### config.mk
export PLATFORM = sky130hd
export DESIGN_NAME = sql_string_literal_unescaper_top_flat
export DESIGN_NICKNAME = d
export VERILOG_FILES = /design/src/rtl/sslu_pkg.sv /design/src/rtl/sslu_if.sv /design/src/rtl/sslu_cfg.sv /design/src/rtl/sslu_core.sv /design/src/rtl/sslu_fifo.sv /design/src/rtl/sql_string_literal_unescaper_top.sv /design/src/flat_wrapper.sv
export SDC_FILE = /design/constraint.sdc
export NUM_CORES = 1
export LEC_CHECK = 0
export ABC_AREA = 1
export BUFFER_PORTS_ARGS = -buffer_cell sky130_fd_sc_hd__buf_4
export CAP_MARGIN = 20
export CORE_MARGIN = 1.5
export CORE_UTILIZATION = 34
export CTS_BUF_LIST = sky130_fd_sc_hd__clkbuf_16
export CTS_CLUSTER_SIZE = 12
export DETAILED_ROUTE_END_ITERATION = 7
export SKIP_LAST_GASP = 1
export SLEW_MARGIN = 25
export SYNTH_ARGS = -nofsm -noshare
export SYNTH_HDL_FRONTEND = slang
export SYNTH_SLANG_ARGS = --single-unit
### constraint.sdc
create_clock -name clk -period 4.1 [get_ports clk]
set_clock_uncertainty 0.2 [all_clocks]
set_input_delay 0.41 -clock clk [delete_from_list [all_inputs] [get_ports clk]]
set_output_delay 0.41 -clock clk [all_outputs]
set_load 0.005 [all_outputs]
### src/rtl/sslu_pkg.sv
`timescale 1ns / 1ps
`default_nettype none

package sslu_pkg;

    // literal position
    typedef enum logic [1:0] {
        PH_START   = 2'd0,
        PH_AFTER_N = 2'd1,
        PH_BODY    = 2'd2
    } phase_t;

    // one output result
    typedef struct packed {
        logic [7:0] char_out;
        logic       char_valid;
        logic       end_of_text;
    } result_t;

    // results produced by one input transaction
    typedef struct packed {
        logic [1:0] count;
        result_t    res0;
        result_t    res1;
    } push_t;

    localparam logic [7:0] CH_SQUOTE    = 8'h27;
    localparam logic [7:0] CH_DQUOTE    = 8'h22;
    localparam logic [7:0] CH_BACKSLASH = 8'h5C;
    localparam logic [7:0] CH_UPPER_N   = 8'h4E;
    localparam logic [7:0] CH_LOWER_N   = 8'h6E;
    localparam logic [7:0] CH_LOWER_B   = 8'h62;
    localparam logic [7:0] CH_LOWER_R   = 8'h72;
    localparam logic [7:0] CH_LOWER_T   = 8'h74;
    localparam logic [7:0] CH_ZERO      = 8'h30;
    localparam logic [7:0] CH_UPPER_Z   = 8'h5A;
    localparam logic [7:0] CH_BS        = 8'h08;
    localparam logic [7:0] CH_LF        = 8'h0A;
    localparam logic [7:0] CH_CR        = 8'h0D;
    localparam logic [7:0] CH_TAB       = 8'h09;
    localparam logic [7:0] CH_NUL       = 8'h00;
    localparam logic [7:0] CH_SUB       = 8'h1A;

    localparam int unsigned REG_ESCAPES_DISABLED = 0;

    function automatic logic is_quote(input logic [7:0] c);
        return (c == CH_SQUOTE) || (c == CH_DQUOTE);
    endfunction

    // bit 8 flags a known escape, bits 7:0 the decoded byte
    function automatic logic [8:0] decode_escape(input logic [7:0] c);
        logic [8:0] r;
        case (c)
            CH_SQUOTE, CH_DQUOTE, CH_BACKSLASH: r = {1'b1, c};
            CH_LOWER_B: r = {1'b1, CH_BS};
            CH_LOWER_N: r = {1'b1, CH_LF};
            CH_LOWER_R: r = {1'b1, CH_CR};
            CH_LOWER_T: r = {1'b1, CH_TAB};
            CH_ZERO:    r = {1'b1, CH_NUL};
            CH_UPPER_Z: r = {1'b1, CH_SUB};
            default:    r = {1'b0, c};
        endcase
        return r;
    endfunction

endpackage

`default_nettype wire

### src/rtl/sslu_if.sv
`timescale 1ns / 1ps
`default_nettype none

// input byte channel
interface sslu_in_if;
    logic       valid;
    logic       ready;
    logic [7:0] char_in;
    logic       last_in;

    modport source (output valid, output char_in, output last_in, input ready);
    modport sink   (input valid, input char_in, input last_in, output ready);
endinterface

// decoded output channel
interface sslu_out_if;
    logic       valid;
    logic       ready;
    logic [7:0] char_out;
    logic       char_valid;
    logic       end_of_text;

    modport source (output valid, output char_out, output char_valid,
                    output end_of_text, input ready);
    modport sink   (input valid, input char_out, input char_valid,
                    input end_of_text, output ready);
endinterface

`default_nettype wire

### src/rtl/sslu_cfg.sv
`timescale 1ns / 1ps
`default_nettype none

module sslu_cfg
    import sslu_pkg::*;
(
    input  wire logic        clk,
    input  wire logic        rst_n,
    input  wire logic        psel,
    input  wire logic        penable,
    input  wire logic        pwrite,
    input  wire logic [1:0]  paddr,
    input  wire logic [31:0] pwdata,
    output logic [31:0]      prdata,
    output logic             pready,
    output logic             escapes_disabled
);

    logic esc_dis_reg;
    logic esc_dis_next;
    logic wr_en;

    // single register, any offset in its word selects it
    assign wr_en  = psel && penable && pwrite;
    assign pready = 1'b1;

    always_comb
    begin
        esc_dis_next = esc_dis_reg;
        if (wr_en && (paddr[1:0] == 2'd0 || paddr[1:0] != 2'd0))
        begin
            esc_dis_next = pwdata[0];
        end
    end

    always_ff @(posedge clk or negedge rst_n)
    begin
        if (!rst_n)
        begin
            esc_dis_reg <= 1'b0;
        end
        else
        begin
            esc_dis_reg <= esc_dis_next;
        end
    end

    assign prdata           = {31'd0, esc_dis_reg};
    assign escapes_disabled = esc_dis_reg;

endmodule

`default_nettype wire

### src/rtl/sslu_core.sv
`timescale 1ns / 1ps
`default_nettype none

module sslu_core
    import sslu_pkg::*;
(
    input  wire logic  clk,
    input  wire logic  rst_n,
    sslu_in_if.sink    in_ch,
    input  wire logic  escapes_disabled,
    input  wire logic  room,
    output push_t      push
);

    logic       in_valid_reg;
    logic [7:0] in_char_reg;
    logic       in_last_reg;
    logic       take;

    phase_t     phase_reg, phase_next;
    logic       quoted_reg, quoted_next;
    logic [7:0] held_reg, held_next;
    logic       hv_reg, hv_next;

    // input register, refilled when its content moves on
    assign take         = in_valid_reg && room;
    assign in_ch.ready  = !in_valid_reg || room;

    always_ff @(posedge clk or negedge rst_n)
    begin
        if (!rst_n)
        begin
            in_valid_reg <= 1'b0;
        end
        else if (in_ch.valid && in_ch.ready)
        begin
            in_valid_reg <= 1'b1;
        end
        else if (take)
        begin
            in_valid_reg <= 1'b0;
        end
    end

    always_ff @(posedge clk)
    begin
        if (in_ch.valid && in_ch.ready)
        begin
            in_char_reg <= in_ch.char_in;
            in_last_reg <= in_ch.last_in;
        end
    end

    // decode one byte against the lookahead byte
    always_comb
    begin
        logic [7:0] c;
        logic [8:0] esc;
        logic       body;
        logic [1:0] n;
        result_t    r0;
        result_t    r1;
        c    = in_char_reg;
        esc  = decode_escape(c);
        body = 1'b1;
        n    = 2'd0;
        r0   = '0;
        r1   = '0;
        phase_next  = phase_reg;
        quoted_next = quoted_reg;
        held_next   = held_reg;
        hv_next     = hv_reg;

        case (phase_reg)
            PH_START:
            begin
                body = 1'b0;
                if (in_last_reg)
                begin
                    n  = 2'd1;
                    r0 = '{char_out: c, char_valid: 1'b1, end_of_text: 1'b1};
                    phase_next = PH_START;
                    quoted_next = 1'b0;
                    held_next   = 8'd0;
                    hv_next     = 1'b0;
                end
                else if (is_quote(c))
                begin
                    quoted_next = 1'b1;
                    phase_next  = PH_BODY;
                    hv_next     = 1'b0;
                end
                else
                begin
                    held_next  = c;
                    hv_next    = 1'b1;
                    phase_next = (c == CH_UPPER_N || c == CH_LOWER_N) ? PH_AFTER_N : PH_BODY;
                end
            end
            PH_AFTER_N:
            begin
                phase_next = PH_BODY;
                if (is_quote(c) && !in_last_reg)
                begin
                    body        = 1'b0;
                    quoted_next = 1'b1;
                    hv_next     = 1'b0;
                    held_next   = 8'd0;
                end
            end
            default:
            begin
                body = 1'b1;
            end
        endcase

        if (body)
        begin
            if (quoted_reg && in_last_reg)
            begin
                n  = 2'd1;
                r0 = '{char_out: hv_reg ? held_reg : 8'd0, char_valid: hv_reg,
                       end_of_text: 1'b1};
                phase_next  = PH_START;
                quoted_next = 1'b0;
                held_next   = 8'd0;
                hv_next     = 1'b0;
            end
            else
            begin
                if (hv_reg)
                begin
                    n = 2'd1;
                    if (!escapes_disabled && held_reg == CH_BACKSLASH && esc[8])
                    begin
                        r0      = '{char_out: esc[7:0], char_valid: 1'b1, end_of_text: 1'b0};
                        hv_next = 1'b0;
                    end
                    else if (is_quote(held_reg) && c == held_reg)
                    begin
                        r0      = '{char_out: held_reg, char_valid: 1'b1, end_of_text: 1'b0};
                        hv_next = 1'b0;
                    end
                    else
                    begin
                        r0        = '{char_out: held_reg, char_valid: 1'b1, end_of_text: 1'b0};
                        held_next = c;
                    end
                end
                else
                begin
                    held_next = c;
                    hv_next   = 1'b1;
                end

                // flush the lookahead and close the literal
                if (in_last_reg)
                begin
                    if (hv_next)
                    begin
                        if (n == 2'd0)
                        begin
                            r0 = '{char_out: held_next, char_valid: 1'b1,
                                   end_of_text: 1'b1};
                        end
                        else
                        begin
                            r1 = '{char_out: held_next, char_valid: 1'b1,
                                   end_of_text: 1'b1};
                        end
                        n = n + 2'd1;
                    end
                    else
                    begin
                        r0.end_of_text = 1'b1;
                    end
                    phase_next  = PH_START;
                    quoted_next = 1'b0;
                    held_next   = 8'd0;
                    hv_next     = 1'b0;
                end
            end
        end

        push.count = take ? n : 2'd0;
        push.res0  = r0;
        push.res1  = r1;
    end

    // literal state
    always_ff @(posedge clk or negedge rst_n)
    begin
        if (!rst_n)
        begin
            phase_reg  <= PH_START;
            quoted_reg <= 1'b0;
            held_reg   <= 8'd0;
            hv_reg     <= 1'b0;
        end
        else if (take)
        begin
            phase_reg  <= phase_next;
            quoted_reg <= quoted_next;
            held_reg   <= held_next;
            hv_reg     <= hv_next;
        end
    end

    // a closing byte always yields a result and returns to start
    assert property (@(posedge clk) disable iff (!rst_n)
        (take && in_last_reg) |-> (push.count != 2'd0))
        else $error("last byte produced no result");

    assert property (@(posedge clk) disable iff (!rst_n)
        (take && in_last_reg) |=> (phase_reg == PH_START && !hv_reg && !quoted_reg))
        else $error("state not cleared after last byte");

    assert property (@(posedge clk) disable iff (!rst_n)
        quoted_reg |-> (phase_reg != PH_AFTER_N))
        else $error("quoted mode while awaiting quote after N");

endmodule

`default_nettype wire

### src/rtl/sslu_fifo.sv
`timescale 1ns / 1ps
`default_nettype none

module sslu_fifo
    import sslu_pkg::*;
(
    input  wire logic   clk,
    input  wire logic   rst_n,
    input  wire push_t  push,
    output logic        room,
    sslu_out_if.source  out_ch
);

    localparam int unsigned DEPTH = 4;

    result_t    mem [DEPTH];
    logic [1:0] wr_ptr_reg, wr_ptr_next;
    logic [1:0] rd_ptr_reg, rd_ptr_next;
    logic [2:0] count_reg, count_next;
    logic       pop;

    assign pop  = out_ch.valid && out_ch.ready;
    assign room = (count_reg <= 3'd2);

    // pointer and fill bookkeeping
    always_comb
    begin
        wr_ptr_next = wr_ptr_reg + push.count;
        rd_ptr_next = rd_ptr_reg + {1'b0, pop};
        count_next  = count_reg + {1'b0, push.count} - {2'b0, pop};
    end

    always_ff @(posedge clk or negedge rst_n)
    begin
        if (!rst_n)
        begin
            wr_ptr_reg <= 2'd0;
            rd_ptr_reg <= 2'd0;
            count_reg  <= 3'd0;
        end
        else
        begin
            wr_ptr_reg <= wr_ptr_next;
            rd_ptr_reg <= rd_ptr_next;
            count_reg  <= count_next;
        end
    end

    // result storage
    always_ff @(posedge clk)
    begin
        if (push.count != 2'd0)
        begin
            mem[wr_ptr_reg] <= push.res0;
        end
        if (push.count == 2'd2)
        begin
            mem[wr_ptr_reg + 2'd1] <= push.res1;
        end
    end

    assign out_ch.valid       = (count_reg != 3'd0);
    assign out_ch.char_out    = mem[rd_ptr_reg].char_out;
    assign out_ch.char_valid  = mem[rd_ptr_reg].char_valid;
    assign out_ch.end_of_text = mem[rd_ptr_reg].end_of_text;

    assert property (@(posedge clk) disable iff (!rst_n)
        count_reg <= 3'd4)
        else $error("result queue overflow");

    assert property (@(posedge clk) disable iff (!rst_n)
        (push.count != 2'd0) |-> (count_reg <= 3'd2))
        else $error("push without room");

    assert property (@(posedge clk) disable iff (!rst_n)
        (wr_ptr_reg - rd_ptr_reg) == count_reg[1:0])
        else $error("queue pointers disagree with fill count");

endmodule

`default_nettype wire

### src/rtl/sql_string_literal_unescaper_top.sv
// order: a byte is registered at acceptance and its results are written into the output
//   queue when the byte is taken, which waits until the queue has room
// throughput: one byte per cycle while there is room; two results need two output pops
// the lookahead byte holds a result back until the next byte (or the last) arrives
// reset: asynchronous active low, clears literal state, queue and escapes_disabled
`timescale 1ns / 1ps
`default_nettype none

module sql_string_literal_unescaper_top
    import sslu_pkg::*;
(
    input  wire logic        clk,
    input  wire logic        rst_n,
    sslu_in_if.sink          in_ch,
    sslu_out_if.source       out_ch,
    input  wire logic        psel,
    input  wire logic        penable,
    input  wire logic        pwrite,
    input  wire logic [1:0]  paddr,
    input  wire logic [31:0] pwdata,
    output logic [31:0]      prdata,
    output logic             pready
);

    logic  escapes_disabled;
    logic  room;
    push_t push;

    // configuration register
    sslu_cfg u_cfg (
        .clk              (clk),
        .rst_n            (rst_n),
        .psel             (psel),
        .penable          (penable),
        .pwrite           (pwrite),
        .paddr            (paddr),
        .pwdata           (pwdata),
        .prdata           (prdata),
        .pready           (pready),
        .escapes_disabled (escapes_disabled)
    );

    // byte decoder
    sslu_core u_core (
        .clk              (clk),
        .rst_n            (rst_n),
        .in_ch            (in_ch),
        .escapes_disabled (escapes_disabled),
        .room             (room),
        .push             (push)
    );

    // result queue
    sslu_fifo u_fifo (
        .clk    (clk),
        .rst_n  (rst_n),
        .push   (push),
        .room   (room),
        .out_ch (out_ch)
    );

endmodule

`default_nettype wire
### src/flat_wrapper.sv
// flat-port wrapper written by rule: the top's interface ports become plain ports
module sql_string_literal_unescaper_top_flat import sslu_pkg::*;
  (clk, rst_n, psel, penable, pwrite, paddr, pwdata, prdata, pready, in_ch_valid, in_ch_char_in, in_ch_last_in, in_ch_ready, out_ch_valid, out_ch_char_out, out_ch_char_valid, out_ch_end_of_text, out_ch_ready);
  sslu_in_if in_ch_i ();
  sslu_out_if out_ch_i ();
  input  wire logic clk;
  input  wire logic rst_n;
  input  wire logic psel;
  input  wire logic penable;
  input  wire logic pwrite;
  input  wire logic [1:0] paddr;
  input  wire logic [31:0] pwdata;
  output logic [31:0] prdata;
  output logic pready;
  input wire logic [$bits(in_ch_i.valid)-1:0] in_ch_valid;
  input wire logic [$bits(in_ch_i.char_in)-1:0] in_ch_char_in;
  input wire logic [$bits(in_ch_i.last_in)-1:0] in_ch_last_in;
  output wire logic [$bits(in_ch_i.ready)-1:0] in_ch_ready;
  output wire logic [$bits(out_ch_i.valid)-1:0] out_ch_valid;
  output wire logic [$bits(out_ch_i.char_out)-1:0] out_ch_char_out;
  output wire logic [$bits(out_ch_i.char_valid)-1:0] out_ch_char_valid;
  output wire logic [$bits(out_ch_i.end_of_text)-1:0] out_ch_end_of_text;
  input wire logic [$bits(out_ch_i.ready)-1:0] out_ch_ready;
  assign in_ch_i.valid = in_ch_valid;
  assign in_ch_i.char_in = in_ch_char_in;
  assign in_ch_i.last_in = in_ch_last_in;
  assign in_ch_ready = in_ch_i.ready;
  assign out_ch_valid = out_ch_i.valid;
  assign out_ch_char_out = out_ch_i.char_out;
  assign out_ch_char_valid = out_ch_i.char_valid;
  assign out_ch_end_of_text = out_ch_i.end_of_text;
  assign out_ch_i.ready = out_ch_ready;
  sql_string_literal_unescaper_top u_core (.clk(clk), .rst_n(rst_n), .in_ch(in_ch_i), .out_ch(out_ch_i), .psel(psel), .penable(penable), .pwrite(pwrite), .paddr(paddr), .pwdata(pwdata), .prdata(prdata), .pready(pready));
endmodule
==> key figures <==
Floorplan
  • Initial Utilization: 35.0%
  • Core Rows: 44
  • Overall die height: 126 µm
  • Die width: 126 µm
  • Ports: 95
  • Die area: 15800 µm²
  • Core Box Area: 14600 µm²

Synthesis
  • Top FF cell, synth: edfxtp_1
  • Number of synthesized register bits: 70
  • Mapped Area: 5120 µm²
  • Post-synth EDFFs: 49
  • Mean Syn Cell Area: 7.64 µm²
  • Asr flop ratio synth: 30.0%
  • Yosys warns: 0
  • Library cells used by synthesis: 47
  • Mapped Cells: 670
  • Post-synthesis sequential area ratio: 39.0%

Worst hold path
  • Worst Hold End: u_core.u_core.in_char_reg[5]
  • Hold depth: 1
  • HP Class: in2reg
  • Hold Startpoint: in_ch_char_in[5]

CTS
  • Gates resized, CTS repair: 0
  • CTS sink count: 70
  • CTS Buffer Depth: 2
  • TritonCTS clock tree: done
  • # H-tree levels: 3
  • Clock buffer count from CTS: 9
  • Root Buffer: clkbuf_16
  • Skew-Pair Late Insertion Delay: 0.34 ns
  • Reg clk slew, reported paths: 0.06 ns

Timing
  • Final Slew Violations: 0
  • RSZ-0062 raised after global routing: no
  • Worst-Margin Slew: 0.971 ns
  • Final setup viols: 0
  • Final hold violations: 0
  • Hold slack: 0.0486 ns
  • Max Freq: 0.291 GHz
  • Period utilisation layout: 83.7%
  • Worst rel slew slack: 34.8%
  • Final setup TNS: 0 ns
  • Final min period: 3.43 ns

Power and ir drop
  • Max VDD drop: 358 µV
  • Tot Pwr: 4.19 mW
  • P_leak: 2.55 nW
  • Power Density: 737 nW/µm²

Critical path
  • R2R Setup Slk: 0.67 ns
  • Startpoint types: flip-flop
  • RR Endpoint: u_core.u_fifo.count_reg[2]
  • Buf/Inv on CP: 2
  • CP delay by family, top: simple AND/OR/NAND/NOR gates
  • Slowest stage delay, CP: 0.53 ns
  • Reg2reg start: u_core.u_core.in_char_reg[4]
  • Critical Path RT: 4.13 ns
  • Setup crit end kind: flip-flop
  • Critical path type: reg2reg
  • Critical Path Fanout Max: 9
  • CP startpoint: u_core.u_core.in_char_reg[4]
  • Worst Reg-to-Reg Cells: 15
  • WP data arrival: 3.46 ns
  • Worst-path cell chain: inv_2 > nand2_2 > nor2_2 > nand4_1 > nand2_2 > nand2_1 > nand3_4 > nand2_4 > nand3_2 > nand2_1 > ha_1 > inv_1 > ha_1 > fa_1 > xnor2_1
  • Slowest-stage cell, CP: edfxtp_1

GRT
  • Global route overflow: 0
  • Global-route wire length before repair: 21200 µm
  • Vias in the first global route: 4086
  • Largest net degree at the start of global routing: 23
  • Initial antenna violation count: 0
  • Tot GR Track Use: 17.1%

Placement
  • DP HPWL: 9900 µm
  • Gpl congestion: 0.925
  • PortBufs: 29

Layout
  • Layout cells sized above 1: 15.6%
  • Max reg flops: 40
  • Antenna Cells: 0
  • Nets: 751
  • Number of fillers in the final layout: 1512
  • Area grow syn2layout: 11.0%

Status
  • Failing checks: design-rule violations
  • Status: finished, violations left

Detailed routing
  • Via Count: 4449
  • Initial drt markers: 454
  • Via/cell ratio: 5.03
  • Post-route ant nets: 0
  • Wire per inst: 14.7 µm
  • Aggregate routed wire length: 13000 µm
  • # DRC: 1
  • Drt pass-1 iters: 8

Job
  • Maximum Capacitance Violations: 0
## kinds of logic (layout without fill, tap and decap cells)
group / after synthesis / count (layout) / synth area share (%)
compound gates: 98 / 98 / 11.5
xor+xnor: 8 / 8 / 1.37
fa+ha+maj: 6 / 6 / 1.61
buf+inv: 115 / 115 / 11.9
flops: 70 / 70 / 39.0
mux: 1 / 1 / 0.220
other cells: 2 / 32 / 0.147
simple gates: 370 / 370 / 34.2
## per-stage QoR
step | instance area [µm²] | worst slack, ns | utilization (%) | std cells
finish | 5690 | 0.668 | 38.8 | 884
global route | 5690 | 0.521 | 38.8 | 884
CTS | 5680 | 0.694 | 38.8 | 884
detailed placement | 5370 | 0.692 | 36.7 | 867
global placement | 5370 | 0.705 | 36.7 | 867
floorplan | 5230 | 1.20 | - | 700
## placed cells by master, fill, tap and decap left out, types with 2 or more instances in the layout
cell type	synthesis	routed
inv_4	2	2
conb_1	2	32
o21ai_1	4	3
inv_2	9	9
nand3_1	39	39
o22ai_1	14	14
nand2_1	208	208
o21ai_0	32	32
o211ai_1	4	4
edfxtp_1	49	49
nand4_1	19	19
clkinv_1	3	3
dfrtp_1	21	21
xnor2_1	4	4
ha_1	5	5
inv_1	45	45
a211oi_1	2	2
nor2_1	60	60
a21oi_1	20	19
a31oi_1	2	2
or2_2	2	2
o21bai_1	8	8
clkbuf_16	0	9
nand4_4	5	5
nand2_4	2	2
clkinv_2	0	3
nor2_4	8	8
nor2_2	5	5
nand3_2	2	2
a22oi_1	6	6
xor2_1	4	4
buf_4	36	39
nor3_1	6	6
nor3_2	2	2
nand2_2	10	10
inv_6	0	2
## report_power, final
part           total [mW]  leakage [nW]  switching (mW)  internal [mW]
clock network       0.778         0.150           0.305          0.472
registers            1.32         0.701           0.245           1.08
logic                2.09          1.70            1.36          0.730
total                4.19          2.55            1.91           2.28
## cells in the mapped netlist, types with 5 or more instances
| library cell | number | area share, % |
|---|---|---|
| a21oi_1 | 20 | 2.0 |
| ha_1 | 5 | 1.2 |
| clkbuf_1 | 12 | 0.88 |
| o22ai_1 | 14 | 1.7 |
| nand2_2 | 10 | 1.2 |
| buf_4 | 36 | 5.3 |
| nand4_4 | 5 | 2.1 |
| nor2_4 | 8 | 1.8 |
| o21bai_1 | 8 | 1.2 |
| o21ai_0 | 32 | 3.1 |
| nor3_1 | 6 | 0.59 |
| inv_2 | 9 | 0.66 |
| edfxtp_1 | 49 | 29 |
| nand3_1 | 39 | 3.8 |
| a22oi_1 | 6 | 0.88 |
| nor2_2 | 5 | 0.61 |
| nand4_1 | 19 | 2.3 |
| nand2_1 | 208 | 15 |
| buf_6 | 5 | 1.1 |
| dfrtp_1 | 21 | 10 |
| nor2_1 | 60 | 4.4 |
| inv_1 | 45 | 3.3 |
## worst register-to-register path, cell delays in order (launching register included)
cell      delay [ns]
edfxtp_1        0.53
inv_2           0.21
nand2_2         0.09
nor2_2          0.22
nand4_1         0.26
nand2_2         0.20
nand2_1         0.11
nand3_4         0.12
nand2_4         0.08
nand3_2         0.16
nand2_1         0.11
ha_1            0.29
inv_1           0.04
ha_1            0.19
fa_1            0.38
xnor2_1         0.14
## how the worst max path moves through the flow
stage / cells after the start / end / slack [ns]
2_1_floorplan: 15 / u_core.u_fifo.count_reg[2] / 1.20
3_3_place_gp: 16 / u_core.u_fifo.count_reg[2] / 0.71
3_5_place_dp: 16 / u_core.u_fifo.count_reg[2] / 0.69
4_1_cts: 16 / u_core.u_fifo.count_reg[2] / 0.69
5_1_grt: 17 / u_core.u_fifo.count_reg[2] / 0.52
6_report: 15 / u_core.u_fifo.count_reg[2] / 0.67
## routing by layer
layer | wire length [µm] | GRT usage, % | share of wire [%] | up-vias
li1 | - | - | - | 2223
met1 | 6060 | 23.8 | 47 | 1988
met2 | 5670 | 25.7 | 44 | 210
met3 | 1000 | 3.70 | 7.7 | 28
met4 | 296 | 7.17 | 2.3 | 0
met5 | 0 | 0 | 0 | -
## what timing repair did
action,4_1_cts,5_1_grt
setup buffers,0,0
hold buffers,1,0
endpoints found under the hold margin,21,0
## final cells by class
cell class	count	area, µm²	area share [%]
tap	184	230	4.05
sequential	70	2000	35.1
timing repair buffer	40	303	5.33
inverter	59	226	3.98
clock buffer	9	225	3.96
clock inverter	7	71.3	1.25
multi-input combinational	515	2630	46.3
Power figures use the tool's default switching activity.
